===== config.mk =====
export PLATFORM = sky130hd
export DESIGN_NAME = multi_rate_poll_scheduler_top
export DESIGN_NICKNAME = d
export VERILOG_FILES = /design/src/rtl/mrps_pkg.sv /design/src/rtl/mrps_cell.sv /design/src/rtl/multi_rate_poll_scheduler_top.sv
export SDC_FILE = /design/constraint.sdc
export NUM_CORES = 1
export LEC_CHECK = 0
export BUFFER_PORTS_ARGS = -buffer_cell sky130_fd_sc_hd__clkbuf_2
export CORE_MARGIN = 2
export CORE_UTILIZATION = 40
export CTS_CLUSTER_DIAMETER = 80
export DETAILED_ROUTE_END_ITERATION = 8
export SLEW_MARGIN = 25
export SYNTH_ARGS = -nofsm -noshare
export SYNTH_HDL_FRONTEND = slang
export SYNTH_SLANG_ARGS = --single-unit

===== constraint.sdc =====
create_clock -name i_clk -period 9.8 [get_ports i_clk]
set_clock_uncertainty 0.15 [all_clocks]
set_input_delay 0.98 -clock i_clk [delete_from_list [all_inputs] [get_ports i_clk]]
set_output_delay 0.98 -clock i_clk [all_outputs]
set_load 0.03 [all_outputs]

===== src/rtl/mrps_pkg.sv =====
// Shared constants, types and helpers for the multi-rate poll scheduler.
package mrps_pkg;

    localparam int NUM_CHANNELS = 8;
    localparam int MAX_CHAN     = 8;
    localparam int CODE_W       = 8;
    localparam int IDX_W        = 3;
    localparam int SET_W        = 16;
    localparam int CNT_W        = 12;
    localparam int PERIOD_W     = 8;

    localparam logic [CNT_W-1:0] CNT_MAX = {CNT_W{1'b1}};

    localparam logic [SET_W-1:0] SETTING_RESET [MAX_CHAN] = '{
        16'h5005, 16'h1E03, 16'h0A0B, 16'h080C,
        16'h080D, 16'h0A10, 16'h5033, 16'h5042
    };

    typedef struct packed {
        logic              valid;
        logic              last;
        logic [CODE_W-1:0] code;
        logic [IDX_W-1:0]  idx;
    } t_emit;

    // Period in 10 ms units to a threshold in ms: p*8 + p*2.
    function automatic logic [CNT_W-1:0] period_limit(input logic [PERIOD_W-1:0] period);
        logic [CNT_W-1:0] p;
        p = CNT_W'(period);
        return (p << 3) + (p << 1);
    endfunction

endpackage


===== src/rtl/mrps_cell.sv =====
// One polling channel: setting, elapsed counter, pending flag and scan token.
module mrps_cell
    import mrps_pkg::*;
(
    input  logic             i_clk,
    input  logic             i_rst_n,
    input  logic [IDX_W-1:0] i_index,
    input  logic             i_cfg_we,
    input  logic [SET_W-1:0] i_cfg_wdata,
    input  logic             i_start,
    input  logic             i_step,
    input  logic             i_token,
    output logic             o_token,
    input  logic             i_pend_hi,
    output logic             o_pend_lo,
    input  t_emit            i_emit,
    output t_emit            o_emit
);

    logic [SET_W-1:0] r_setting;
    logic [CNT_W-1:0] r_cnt;
    logic             r_pend;
    logic             r_token;

    logic [CNT_W-1:0] n_cnt;
    logic             fire;

    always_comb begin
        n_cnt = (r_cnt == CNT_MAX) ? r_cnt : r_cnt + 1'b1;
        fire  = n_cnt >= period_limit(r_setting[SET_W-1:CODE_W]);
    end

    always_ff @(posedge i_clk) begin
        if (!i_rst_n) begin
            r_setting <= SETTING_RESET[i_index];
            r_cnt     <= '0;
            r_pend    <= 1'b0;
            r_token   <= 1'b0;
        end else begin
            if (i_cfg_we) begin
                r_setting <= i_cfg_wdata;
            end
            if (i_start) begin
                r_cnt  <= fire ? '0 : n_cnt;
                r_pend <= fire;
            end else if (i_step && r_token) begin
                r_pend <= 1'b0;
            end
            if (i_step) begin
                r_token <= i_token;
            end
        end
    end

    assign o_token   = r_token;
    assign o_pend_lo = r_pend | i_pend_hi;

    // Claim the emit slot while the token sits on a pending channel.
    always_comb begin
        if (r_token && r_pend) begin
            o_emit.valid = 1'b1;
            o_emit.last  = !i_pend_hi;
            o_emit.code  = r_setting[CODE_W-1:0];
            o_emit.idx   = i_index;
        end else begin
            o_emit = i_emit;
        end
    end

endmodule


===== src/rtl/multi_rate_poll_scheduler_top.sv =====
// Top level of the multi-rate poll scheduler: cell chain, scan control, output register.
//
//   channel  | direction | payload
//   s_axis   | in        | tdata[0] tick
//   m_axis   | out       | tdata[7:0] query_code, tdata[10:8] channel_index, tlast last_of_tick
//   i_cfg_*  | in        | write of channelN_setting, N = i_cfg_idx
//
// A tick is accepted and the scan token then walks the cell chain, one cell per
// cycle while m_axis does not hold it; a zero tick finishes in the accept cycle.
// A held result on m_axis freezes the token on a firing cell until it is taken.
// Reset (synchronous) restores the settings, clears all counters and flags.
module multi_rate_poll_scheduler_top
    import mrps_pkg::*;
(
    input  logic             i_clk,
    input  logic             i_rst_n,
    input  logic             s_axis_tvalid,
    output logic             s_axis_tready,
    input  logic [7:0]       s_axis_tdata,   // [0] tick
    output logic             m_axis_tvalid,
    input  logic             m_axis_tready,
    output logic [15:0]      m_axis_tdata,   // [7:0] query_code, [10:8] channel_index
    output logic             m_axis_tlast,
    input  logic             i_cfg_we,
    input  logic [IDX_W-1:0] i_cfg_idx,
    input  logic [SET_W-1:0] i_cfg_wdata
);

    logic              r_busy;
    logic              r_out_valid;
    logic              r_out_last;
    logic [CODE_W-1:0] r_out_code;
    logic [IDX_W-1:0]  r_out_idx;

    logic  token [NUM_CHANNELS+1];
    logic  pend  [NUM_CHANNELS+1];
    t_emit emit  [NUM_CHANNELS+1];

    logic  start;
    logic  can_load;
    logic  advance;
    logic  step;
    t_emit emit_end;

    assign s_axis_tready = !r_busy;
    assign start         = s_axis_tvalid && s_axis_tready && s_axis_tdata[0];
    assign emit_end      = emit[NUM_CHANNELS];
    assign can_load      = !r_out_valid || m_axis_tready;
    assign advance       = r_busy && (!emit_end.valid || can_load);
    assign step          = start || advance;

    assign token[0]            = start;
    assign pend[NUM_CHANNELS]  = 1'b0;
    assign emit[0]             = '0;

    for (genvar i = 0; i < NUM_CHANNELS; i++) begin : g_cell
        mrps_cell u_cell (
            .i_clk       (i_clk),
            .i_rst_n     (i_rst_n),
            .i_index     (IDX_W'(i)),
            .i_cfg_we    (i_cfg_we && (i_cfg_idx == IDX_W'(i))),
            .i_cfg_wdata (i_cfg_wdata),
            .i_start     (start),
            .i_step      (step),
            .i_token     (token[i]),
            .o_token     (token[i+1]),
            .i_pend_hi   (pend[i+1]),
            .o_pend_lo   (pend[i]),
            .i_emit      (emit[i]),
            .o_emit      (emit[i+1])
        );
    end

    always_ff @(posedge i_clk) begin
        if (!i_rst_n) begin
            r_busy      <= 1'b0;
            r_out_valid <= 1'b0;
        end else begin
            if (start) begin
                r_busy <= 1'b1;
            end else if (advance && token[NUM_CHANNELS]) begin
                r_busy <= 1'b0;
            end
            if (advance && emit_end.valid) begin
                r_out_valid <= 1'b1;
            end else if (m_axis_tready) begin
                r_out_valid <= 1'b0;
            end
        end
    end

    always_ff @(posedge i_clk) begin
        if (advance && emit_end.valid) begin
            r_out_last <= emit_end.last;
            r_out_code <= emit_end.code;
            r_out_idx  <= emit_end.idx;
        end
    end

    assign m_axis_tvalid = r_out_valid;
    assign m_axis_tlast  = r_out_last;
    assign m_axis_tdata  = {5'd0, r_out_idx, r_out_code};

    // pend[0] covers every cell; only the chain into each cell is consumed.
    logic unused_pend;
    assign unused_pend = pend[0];

endmodule

==> impl_metrics.csv, run 1 <==
group,metric,value,unit
status,status,"complete, no violations",
finish,drive_gt1_frac,0.0746,
drt,via_count,14100,
setup_path,crit_fanout,12,
pwr,powerDensity,136,nW/µm²
cts,holdBufCountCts,0,
finish,nets,2174,
setup_path,startpoint_type,"flop",
pwr,switching_power,611,µW
yosys,synth_ff_type,"dfxtp_1",
global_routing,grt_pass1_vias,12900,
pwr,switching_share,0.257,
yosys,yosysTopAreaCell,"dfxtp_1",
timing,timing.fmax,229,MHz
timing,setup_tns,0,ns
finish,fin_util,0.442,
timing,period_share,0.446,
timing,hold_viol,0,
min_path,min_from,"g_cell[5].u_cell.r_setting[0]$_SDFFE_PN0P_",
cts,cts.clk_slew.worst_paths,0.06,ns
drt,drc,0,
setup_path,arrival,4.73,ns
setup_path,endpoint_kind,"flop",
finish,mostFrequentLayoutCells,"nand2_1 (402), dfxtp_1 (242), a21oi_1 (175), ha_1 (144), nor2_1 (113)",
setup_path,r2r-start,"g_cell[7].u_cell.r_cnt[0]$_SDFFE_PN0P_",
min_path,whs_path_depth,2,
floorplan,initial_core_util,0.403,
drt,dr.pass1.iters,5,
min_path,worstHoldEndpoint,"g_cell[5].u_cell.r_setting[0]$_SDFFE_PN0P_",
yosys,yosysTopAreaCellShare,0.304,
global_routing,grt_max_degree,57,
drt,drtIter0Drc,1022,
cts,clk_latency,0.58,ns
cts,cts_sinks,254,
cts,cts_max_path_buffers,3,
min_path,min_path_type,"reg -> reg",
finish,regArea,5200,µm²
timing,rsz0062_at_grt,"false",
cts,htreeDepth,1,
setup_path,path_cells,"ha_1 -> nand3_1 -> or4_4 -> and3_1 -> xor2_1 -> ha_1 -> a21oi_1 -> o21ai_0 -> a2111oi_0 -> o2111ai_1 -> o21bai_1 -> o2bb2a_1",
yosys,ys_seq_area_frac,0.327,
yosys,synth-edff-count,12,
timing,setup_viol,0,
job,max-cap-violations,0,
global_routing,antenna_found_initial,0,
setup_path,r2r_cells,12,
timing,slew_headroom,0.362,
floorplan,die_h,204,µm
pwr,p_leak,6.97,nW
yosys,ys_seq_elements,254,
yosys,ys_top_cells_by_area,"dfxtp_1 (30%), ha_1 (11%), nand2_1 (9.5%)",
yosys,ys_types,75,
finish,diodes,0,
timing,drv_slew,0,
cts,cts_buffers,28,
drt,routed_via_density,5.55,
global_routing,grt_usage,0.198,
placement,gp_congestion,0.837,
finish,synthToLayoutAreaGrowth,9.69,%
global_routing,gr-total-overflow,0,
finish,multi_input_area,10100,µm²
floorplan,die_area,41400,µm²
cts,cts_tree,"built",
setup_path,path_class,"reg -> reg",
finish,final_common_cell,"nand2_1",
floorplan,ioPinCount,51,
yosys,ys_warn_count,0,
cts,cts_root_buffer,"clkbuf_16",
cts,cts_setup_buffers,0,
floorplan,die_w,204,µm
floorplan,rows,73,
setup_path,cp_slowest_cell,"a2111oi_0",
placement,port_buffers,38,
floorplan,core_area,39500,µm²
setup_path,r2r_slack,5.42,ns
cts,cts_resized,0,
pwr,seqPwrFrac,0.453,
timing,tightest_slew,0.950,ns
yosys,synth_area_per_cell,7.97,µm²
yosys,syn_inst,1999,
drt,totalWireLength,41500,µm
pwr,clkPwrFrac,0.466,
pwr,power_frac_comb,0.081,
global_routing,grt_pass1_wl,67100,µm
pwr,ir_drop,0.000124,V
setup_path,crit_required,10.15,ns
drt,ant_nets,0,
yosys,synthArstFlopShare,0,
timing,period_needed,4.38,ns
drt,post_drt_wl_per_cell,16.4,µm
yosys,synth_area,15900,µm²
pwr,internal-power,1.76,mW
finish,fillCellCount,3908,
setup_path,cpMostUsedCell,"ha_1",
setup_path,worst_r2r_endpoint,"g_cell[7].u_cell.r_cnt[11]$_SDFFE_PN0P_",
setup_path,max_stage_delay,0.70,ns
placement,dp.final_hpwl,28900,µm
-- cells by family (layout without fill, tap and decap cells) --
family,count (synthesis),count (layout),synth area share
buffers and inverters,149,157,0.0397
AO/OA/AOI/OAI,469,469,0.189
XOR/XNOR,101,101,0.0560
adder cells (fa/ha/maj),152,152,0.123
other,1,5,0.000235
AND/OR/NAND/NOR,836,836,0.241
flip-flops,254,254,0.327
multiplexers,37,37,0.0244
-- through the flow --
step           total power [mW]  cells  hold slack, ns  area, µm²  setup WS [ns]
3_5_place_dp               1.29   2485           0.294      16500           5.45
3_3_place_gp               1.28   2485           0.289      16500           5.45
5_1_grt                    2.47   2536           0.319      17500           4.98
6_report                   2.37   2536           0.304      17500           5.42
2_1_floorplan              1.23   2003           0.283      15900           6.13
4_1_cts                    2.40   2536           0.303      17500           5.43
-- power groups by stage --
stage               Sequential [mW]  Combinational (mW)  Clock [mW]
floorplan                      1.09               0.140           0
global placement               1.10               0.186           0
detailed placement             1.10               0.192           0
CTS                            1.07               0.193        1.13
global route                   1.08               0.216        1.17
finish                         1.07               0.193        1.11
-- area by class of cell --
cell class	instances	area share
Sequential cell	254	0.298
Multi-Input combinational cell	1600	0.580
Clock inverter	14	0.00910
Timing Repair Buffer	53	0.0173
Clock buffer	37	0.0467
Tap cell	525	0.0376
Inverter	53	0.0115
-- critical path: cells and delay by family (launching register included) --
family / cells / cell delay, ns
compound gates: 6 / 2.07
xor+xnor: 1 / 0.16
fa+ha+maj: 2 / 0.51
flops: 1 / 0.42
simple gates: 3 / 1.02
-- layer usage --
metal | up-vias | wire [µm] | global-route usage
met1 | 6617 | 19200 | 0.263
met2 | 331 | 18900 | 0.332
met4 | 0 | 854 | 0.0503
li1 | 7086 | - | -
met3 | 51 | 2540 | 0.0336
met5 | - | 0 | 0
-- sequential cells by signal (all words and copies together) (netlist names) --
name and cells:
g_cell.u_cell.o_token 8, g_cell.u_cell.r_cnt 96, g_cell.u_cell.r_pend 8, g_cell.u_cell.r_setting 128
m_axis_tlast 1, m_axis_tvalid 1, r_busy 1, r_out_code 8
r_out_idx 3
-- worst max path at each step --
stage,slack (ns),endpoint,cells after the start,start
2_1_floorplan,6.13,g_cell[7].u_cell.r_cnt[5]$_SDFFE_PN0P_,14,g_cell[7].u_cell.r_cnt[0]$_SDFFE_PN0P_
3_3_place_gp,5.45,g_cell[6].u_cell.r_cnt[10]$_SDFFE_PN0P_,16,g_cell[6].u_cell.r_setting[10]$_SDFFE_PN0P_
3_5_place_dp,5.45,g_cell[6].u_cell.r_cnt[6]$_SDFFE_PN0P_,16,g_cell[6].u_cell.r_setting[8]$_SDFFE_PN0P_
4_1_cts,5.43,g_cell[6].u_cell.r_cnt[10]$_SDFFE_PN0P_,16,g_cell[6].u_cell.r_setting[8]$_SDFFE_PN0P_
5_1_grt,4.98,g_cell[6].u_cell.r_cnt[7]$_SDFFE_PN0P_,16,g_cell[6].u_cell.r_setting[8]$_SDFFE_PN0P_
6_report,5.42,g_cell[7].u_cell.r_cnt[11]$_SDFFE_PN0P_,12,g_cell[7].u_cell.r_cnt[0]$_SDFFE_PN0P_
-- Yosys cell counts, types with 17 or more instances --
cell      number
xnor2_1       52
xor2_1        48
a22o_1        33
nand4_1       36
dfxtp_1      242
nand3_1      110
inv_1         52
o21ai_0       84
a21o_1        31
nand2_1      402
nor2_1       117
mux2i_1       23
o21a_1        22
nand2b_1      19
o211ai_1      29
nor3_1        23
clkbuf_1      60
nor2b_1       37
ha_1         144
a21oi_1      175
clkbuf_2      17
(Power assumes the default switching activity.)
==> inputs of run 2 (changes only) <==
Clock period 9.8 ns to 4.33 ns, I/O delays scaled along.
==> run 2 against run 1 <==
Net effect: critical path depth is 1 higher; die area unchanged; final area grew 0.21%; maximum frequency up 10%; utilization is 0.092 points higher; total power rose by 130%; largest power group unchanged.
==> impl_metrics.csv, run 2 (same netlist as run 1, synthesis figures left out) <==
group,metric,value,unit
timing,timing.fmax,251,MHz
drt,drc,0,
timing,setup_viol,0,
timing,hold_viol,0,
finish,drive_gt1_frac,0.0778,
timing,slew_headroom,0.325,
placement,place_area,16500,µm²
drt,ant_nets,0,
cts,clk_latency,0.56,ns
finish,regMostFlops,"g_cell.u_cell.r_setting",
setup_path,r2r-start,"g_cell[7].u_cell.r_cnt[0]$_SDFFE_PN0P_",
floorplan,die_w,204,µm
placement,dp.final_hpwl,28900,µm
cts,cts.clk_slew.worst_paths,0.06,ns
global_routing,gr-total-overflow,0,
finish,fin_util,0.443,
setup_path,cpMostUsedCell,"ha_1",
finish,mostFrequentLayoutCells,"nand2_1 (402), dfxtp_1 (242), a21oi_1 (175), ha_1 (144), nor2_1 (112)",
finish,final_area,17500,µm²
pwr,ir_drop,0.000277,V
setup_path,path_class,"reg -> reg",
drt,drtIter0Drc,968,
timing,fin_ws,0.352,ns
setup_path,startpoint_type,"flop",
global_routing,grt_pass1_wl,67100,µm
floorplan,ioPinCount,51,
pwr,total_power,5.36,mW
drt,dr.pass1.iters,5,
finish,nets,2179,
placement,gp_congestion,0.824,
status,status,"complete, no violations",
drt,post_drt_wl_per_cell,16.3,µm
pwr,p_leak,7.01,nW
timing,setup_tns,0,ns
cts,cts_tree,"built",
setup_path,path_cells,"ha_1 -> nand3_1 -> or4_4 -> and3_1 -> xor2_1 -> ha_1 -> a21oi_1 -> o21ai_0 -> a2111oi_0 -> o2111ai_1 -> buf_4 -> o21bai_1 -> o2bb2a_1",
global_routing,grt_pass1_vias,13200,
cts,cts_root_buffer,"clkbuf_16",
drt,routed_via_density,5.51,
setup_path,arrival,4.33,ns
setup_path,max_stage_delay,0.66,ns
finish,synthToLayoutAreaGrowth,9.91,%
finish,final_common_cell,"nand2_1",
finish,largest_reg_flops,128,
setup_path,r2r_slack,0.35,ns
setup_path,r2r_cells,13,
timing,rsz0062_at_grt,"false",
cts,htreeDepth,1,
job,max-cap-violations,0,
cts,cts_buffers,29,
setup_path,cp-endpoint,"g_cell[7].u_cell.r_cnt[11]$_SDFFE_PN0P_",
timing,period_share,0.919,
cts,cts_setup_buffers,0,
placement,port_buffers,38,
cts,cts_max_path_buffers,3,
finish,fillCellCount,3920,
placement,numPlacedInstances,2489,
finish,stdcell_count,2543,
setup_path,worst_r2r_endpoint,"g_cell[7].u_cell.r_cnt[11]$_SDFFE_PN0P_",
timing,drv_slew,0,
cts,cts_sinks,254,
setup_path,crit_required,4.69,ns
placement,preCtsSetupSlack,0.366,ns
setup_path,crit_fanout,12,
global_routing,grt_usage,0.197,
timing,period_needed,3.98,ns
timing,worst_hold_slack,0.0522,ns
floorplan,initial_core_util,0.403,
min_path,min_from,"s_axis_tvalid",
pwr,powerDensity,306,nW/µm²
finish,diodes,0,
cts,holdBufCountCts,0,
floorplan,die_area,41400,µm²
floorplan,rows,73,
floorplan,die_h,204,µm
setup_path,critPathLaunch,"g_cell[7].u_cell.r_cnt[0]$_SDFFE_PN0P_",
timing,tightest_slew,1.00,ns
setup_path,cp_slowest_cell,"or4_4",
setup_path,endpoint_kind,"flop",
drt,totalWireLength,41400,µm
cts,cts_resized,0,
finish,reg.largest.list,"g_cell.u_cell.r_setting x128, g_cell.u_cell.r_cnt x96",
floorplan,core_area,39500,µm²
global_routing,grt_max_degree,65,
drt,via_count,14000,
global_routing,antenna_found_initial,0,
min_path,min_path_type,"in -> reg",
-- run 2: final cells by class --
class                   instances  area (µm²)  share of cell area
clock inverters                15         141             0.00808
inverters                      53         200              0.0114
flip-flops and latches        254        5200               0.297
well taps                     525         657              0.0375
clock buffers                  39         823              0.0470
repair buffers                 57         333              0.0190
multi-input cells            1600       10100               0.580
-- run 2: how the worst min path moves through the flow --
stage                                                            end  slack (ns)  depth (start not counted)
after floorplan           g_cell[5].u_cell.r_setting[0]$_SDFFE_PN0P_        0.28                          2
after global placement    g_cell[5].u_cell.r_setting[2]$_SDFFE_PN0P_        0.29                          2
after detailed placement  g_cell[5].u_cell.r_setting[6]$_SDFFE_PN0P_        0.30                          2
after CTS                                        r_busy$_SDFFE_PN0P_        0.04                          3
after global routing                             r_busy$_SDFFE_PN0P_        0.05                          3
final                                            r_busy$_SDFFE_PN0P_        0.05                          3
-- run 2: layer usage --
| layer | GRT usage | vias to the layer above | wire (µm) |
|---|---|---|---|
| met2 | 0.328 | 318 | 18900 |
| met3 | 0.0208 | 65 | 2190 |
| met4 | 0.0584 | 0 | 991 |
| li1 | - | 7088 | - |
| met1 | 0.268 | 6531 | 19300 |
| met5 | 0 | - | 0 |
-- run 2: power by group --
group	switching, mW	internal (mW)
Combinational	0.292	0.145
Clock	1.04	1.45
Sequential	0.0385	2.39
-- run 2: worst max-delay path, delay by kind of cell, from the launching register on --
kind,cells,cell delay [ns]
adder cells (fa/ha/maj),2,0.51
XOR/XNOR,1,0.16
buffers and inverters,1,0.22
AO/OA/AOI/OAI,6,1.42
AND/OR/NAND/NOR,3,1.04
flip-flops,1,0.42
==> inputs of run 3 (changes only) <==
Clock period 4.33 ns to 4.14 ns, I/O delays scaled along.
==> run 3 against run 2 <==
Net effect: die area stayed put; via count barely moved; global-route usage up 0.21 points; utilization rose by 0.18 points; non-clock buffer count increased by 9; clock-buffer cell count rose by 3; worst hold slack worse by 0.030 ns; flip-flop and latch count did not move; critical path depth grew 1; setup slack got worse by 0.021 ns; clock power up 6%; critical endpoint unchanged.
==> impl_metrics.csv, run 3 (same netlist as run 1, synthesis figures left out) <==
group,metric,value,unit
setup_path,r2r-start,"g_cell[7].u_cell.r_cnt[0]$_SDFFE_PN0P_",
finish,fillCellCount,3960,
floorplan,ioPinCount,51,
global_routing,grt_max_degree,59,
cts,cts_root_buffer,"clkbuf_16",
global_routing,grt_usage,0.199,
setup_path,crit_fanout,12,
global_routing,gr-total-overflow,0,
cts,cts_tree,"built",
finish,nets,2188,
setup_path,crit_required,4.50,ns
finish,largest_reg_flops,128,
drt,totalWireLength,41400,µm
floorplan,die_h,204,µm
placement,gp_congestion,0.829,
drt,routed_via_density,5.49,
finish,regArea,5200,µm²
finish,multi_input_area,10100,µm²
setup_path,cp-endpoint,"g_cell[7].u_cell.r_cnt[11]$_SDFFE_PN0P_",
drt,drc,0,
global_routing,grt_pass1_vias,13500,
placement,port_buffers,38,
setup_path,critPathLaunch,"g_cell[7].u_cell.r_cnt[0]$_SDFFE_PN0P_",
finish,diodes,0,
finish,final_common_cell,"nand2_1",
drt,dr.pass1.iters,6,
cts,cts_max_path_buffers,3,
setup_path,r2r_cells,14,
timing,tightest_slew,0.908,ns
pwr,ir_drop,0.000232,V
finish,mostFrequentLayoutCells,"nand2_1 (402), dfxtp_1 (242), a21oi_1 (175), ha_1 (144), nor2_1 (113)",
timing,setup_viol,0,
pwr,p_leak,7.04,nW
setup_path,r2r_slack,0.33,ns
pwr,powerDensity,321,nW/µm²
setup_path,endpoint_kind,"flop",
timing,period_needed,3.81,ns
floorplan,rows,73,
floorplan,die_w,204,µm
drt,drtIter0Drc,800,
cts,cts_sinks,254,
placement,dp.final_hpwl,29200,µm
setup_path,worst_r2r_endpoint,"g_cell[7].u_cell.r_cnt[11]$_SDFFE_PN0P_",
setup_path,arrival,4.17,ns
finish,regMostFlops,"g_cell.u_cell.r_setting",
drt,post_drt_wl_per_cell,16.2,µm
timing,slew_headroom,0.390,
timing,rsz0062_at_grt,"false",
setup_path,startpoint_type,"flop",
setup_path,path_class,"reg -> reg",
status,status,"complete, no violations",
global_routing,grt_pass1_wl,67800,µm
cts,htreeDepth,1,
cts,cts.clk_slew.worst_paths,0.06,ns
finish,drive_gt1_frac,0.0799,
timing,setup_tns,0,ns
timing,hold_viol,0,
drt,ant_nets,0,
timing,period_share,0.920,
floorplan,initial_core_util,0.403,
cts,cts_buffers,29,
global_routing,antenna_found_initial,0,
finish,fin_util,0.444,
finish,synthToLayoutAreaGrowth,10.4,%
cts,holdBufCountCts,0,
floorplan,die_area,41400,µm²
timing,timing.fmax,263,MHz
floorplan,core_area,39500,µm²
min_path,min_path_type,"in -> reg",
timing,drv_slew,0,
job,max-cap-violations,0,
cts,clk_latency,0.57,ns
drt,via_count,14000,
finish,reg.largest.list,"g_cell.u_cell.r_setting x128, g_cell.u_cell.r_cnt x96",
## run 3: how the worst min path moves through the flow
stage	from	to	slack (ns)	cells after the start
after floorplan	g_cell[5].u_cell.r_setting[0]$_SDFFE_PN0P_	g_cell[5].u_cell.r_setting[0]$_SDFFE_PN0P_	0.28	2
after global placement	g_cell[5].u_cell.r_setting[0]$_SDFFE_PN0P_	g_cell[5].u_cell.r_setting[0]$_SDFFE_PN0P_	0.29	2
after detailed placement	g_cell[0].u_cell.r_setting[4]$_SDFFE_PN0P_	g_cell[0].u_cell.r_setting[4]$_SDFFE_PN0P_	0.30	2
after CTS	s_axis_tdata[0]	r_busy$_SDFFE_PN0P_	0.005	3
after global routing	s_axis_tvalid	r_busy$_SDFFE_PN0P_	0.05	3
final	s_axis_tvalid	r_busy$_SDFFE_PN0P_	0.02	3
## run 3: final cells by class
type,count,share of cell area
well taps,525,0.0374
repair buffers,66,0.0228
multi-input cells,1600,0.577
clock inverters,12,0.00833
flip-flops and latches,254,0.296
inverters,53,0.0114
clock buffers,42,0.0469
## run 3: worst max-delay path, stage by stage (launching register included)
cell and delay, ns:
dfxtp_1 0.43, ha_1 0.21, nand3_1 0.14, or4_4 0.65
and3_1 0.23, xor2_1 0.16, ha_1 0.31, a21oi_1 0.14
o21ai_0 0.11, a2111oi_2 0.39, buf_4 0.17, o2111ai_1 0.08
buf_4 0.22, o21bai_1 0.15, o2bb2a_1 0.21
## run 3: power by group
part / leakage, nW / total (mW) / internal [mW] / switching [mW]
registers: 2.04 / 2.54 / 2.50 / 0.0404
logic: 4.53 / 0.461 / 0.156 / 0.305
clock network: 0.470 / 2.63 / 1.57 / 1.06
total: 7.04 / 5.63 / 4.22 / 1.41
## run 3: per-layer routing
| metal | vias to the layer above | global-route usage | wire length [µm] |
|---|---|---|---|
| li1 | 7103 | - | - |
| met1 | 6564 | 0.266 | 19400 |
| met2 | 276 | 0.336 | 18900 |
| met3 | 69 | 0.0240 | 2050 |
| met4 | 0 | 0.0571 | 1030 |
| met5 | - | 0 | 0 |
## run 3: per-stage QoR
stage | instance area [µm²] | hold WS, ns | total power [mW] | instances | worst slack [ns]
2_1_floorplan | 15900 | 0.283 | 2.92 | 2003 | 0.468
3_3_place_gp | 16600 | 0.290 | 3.04 | 2495 | 0.324
3_5_place_dp | 16600 | 0.296 | 3.06 | 2495 | 0.200
4_1_cts | 17500 | 0.00528 | 5.68 | 2549 | 0.175
5_1_grt | 17600 | 0.0461 | 5.85 | 2552 | 0.00605
6_report | 17600 | 0.0222 | 5.63 | 2552 | 0.331
## run 3: what timing repair did
action,in CTS,in global routing
resized for setup,0,4
setup buffers,0,3
endpoints found under the setup margin,0,17
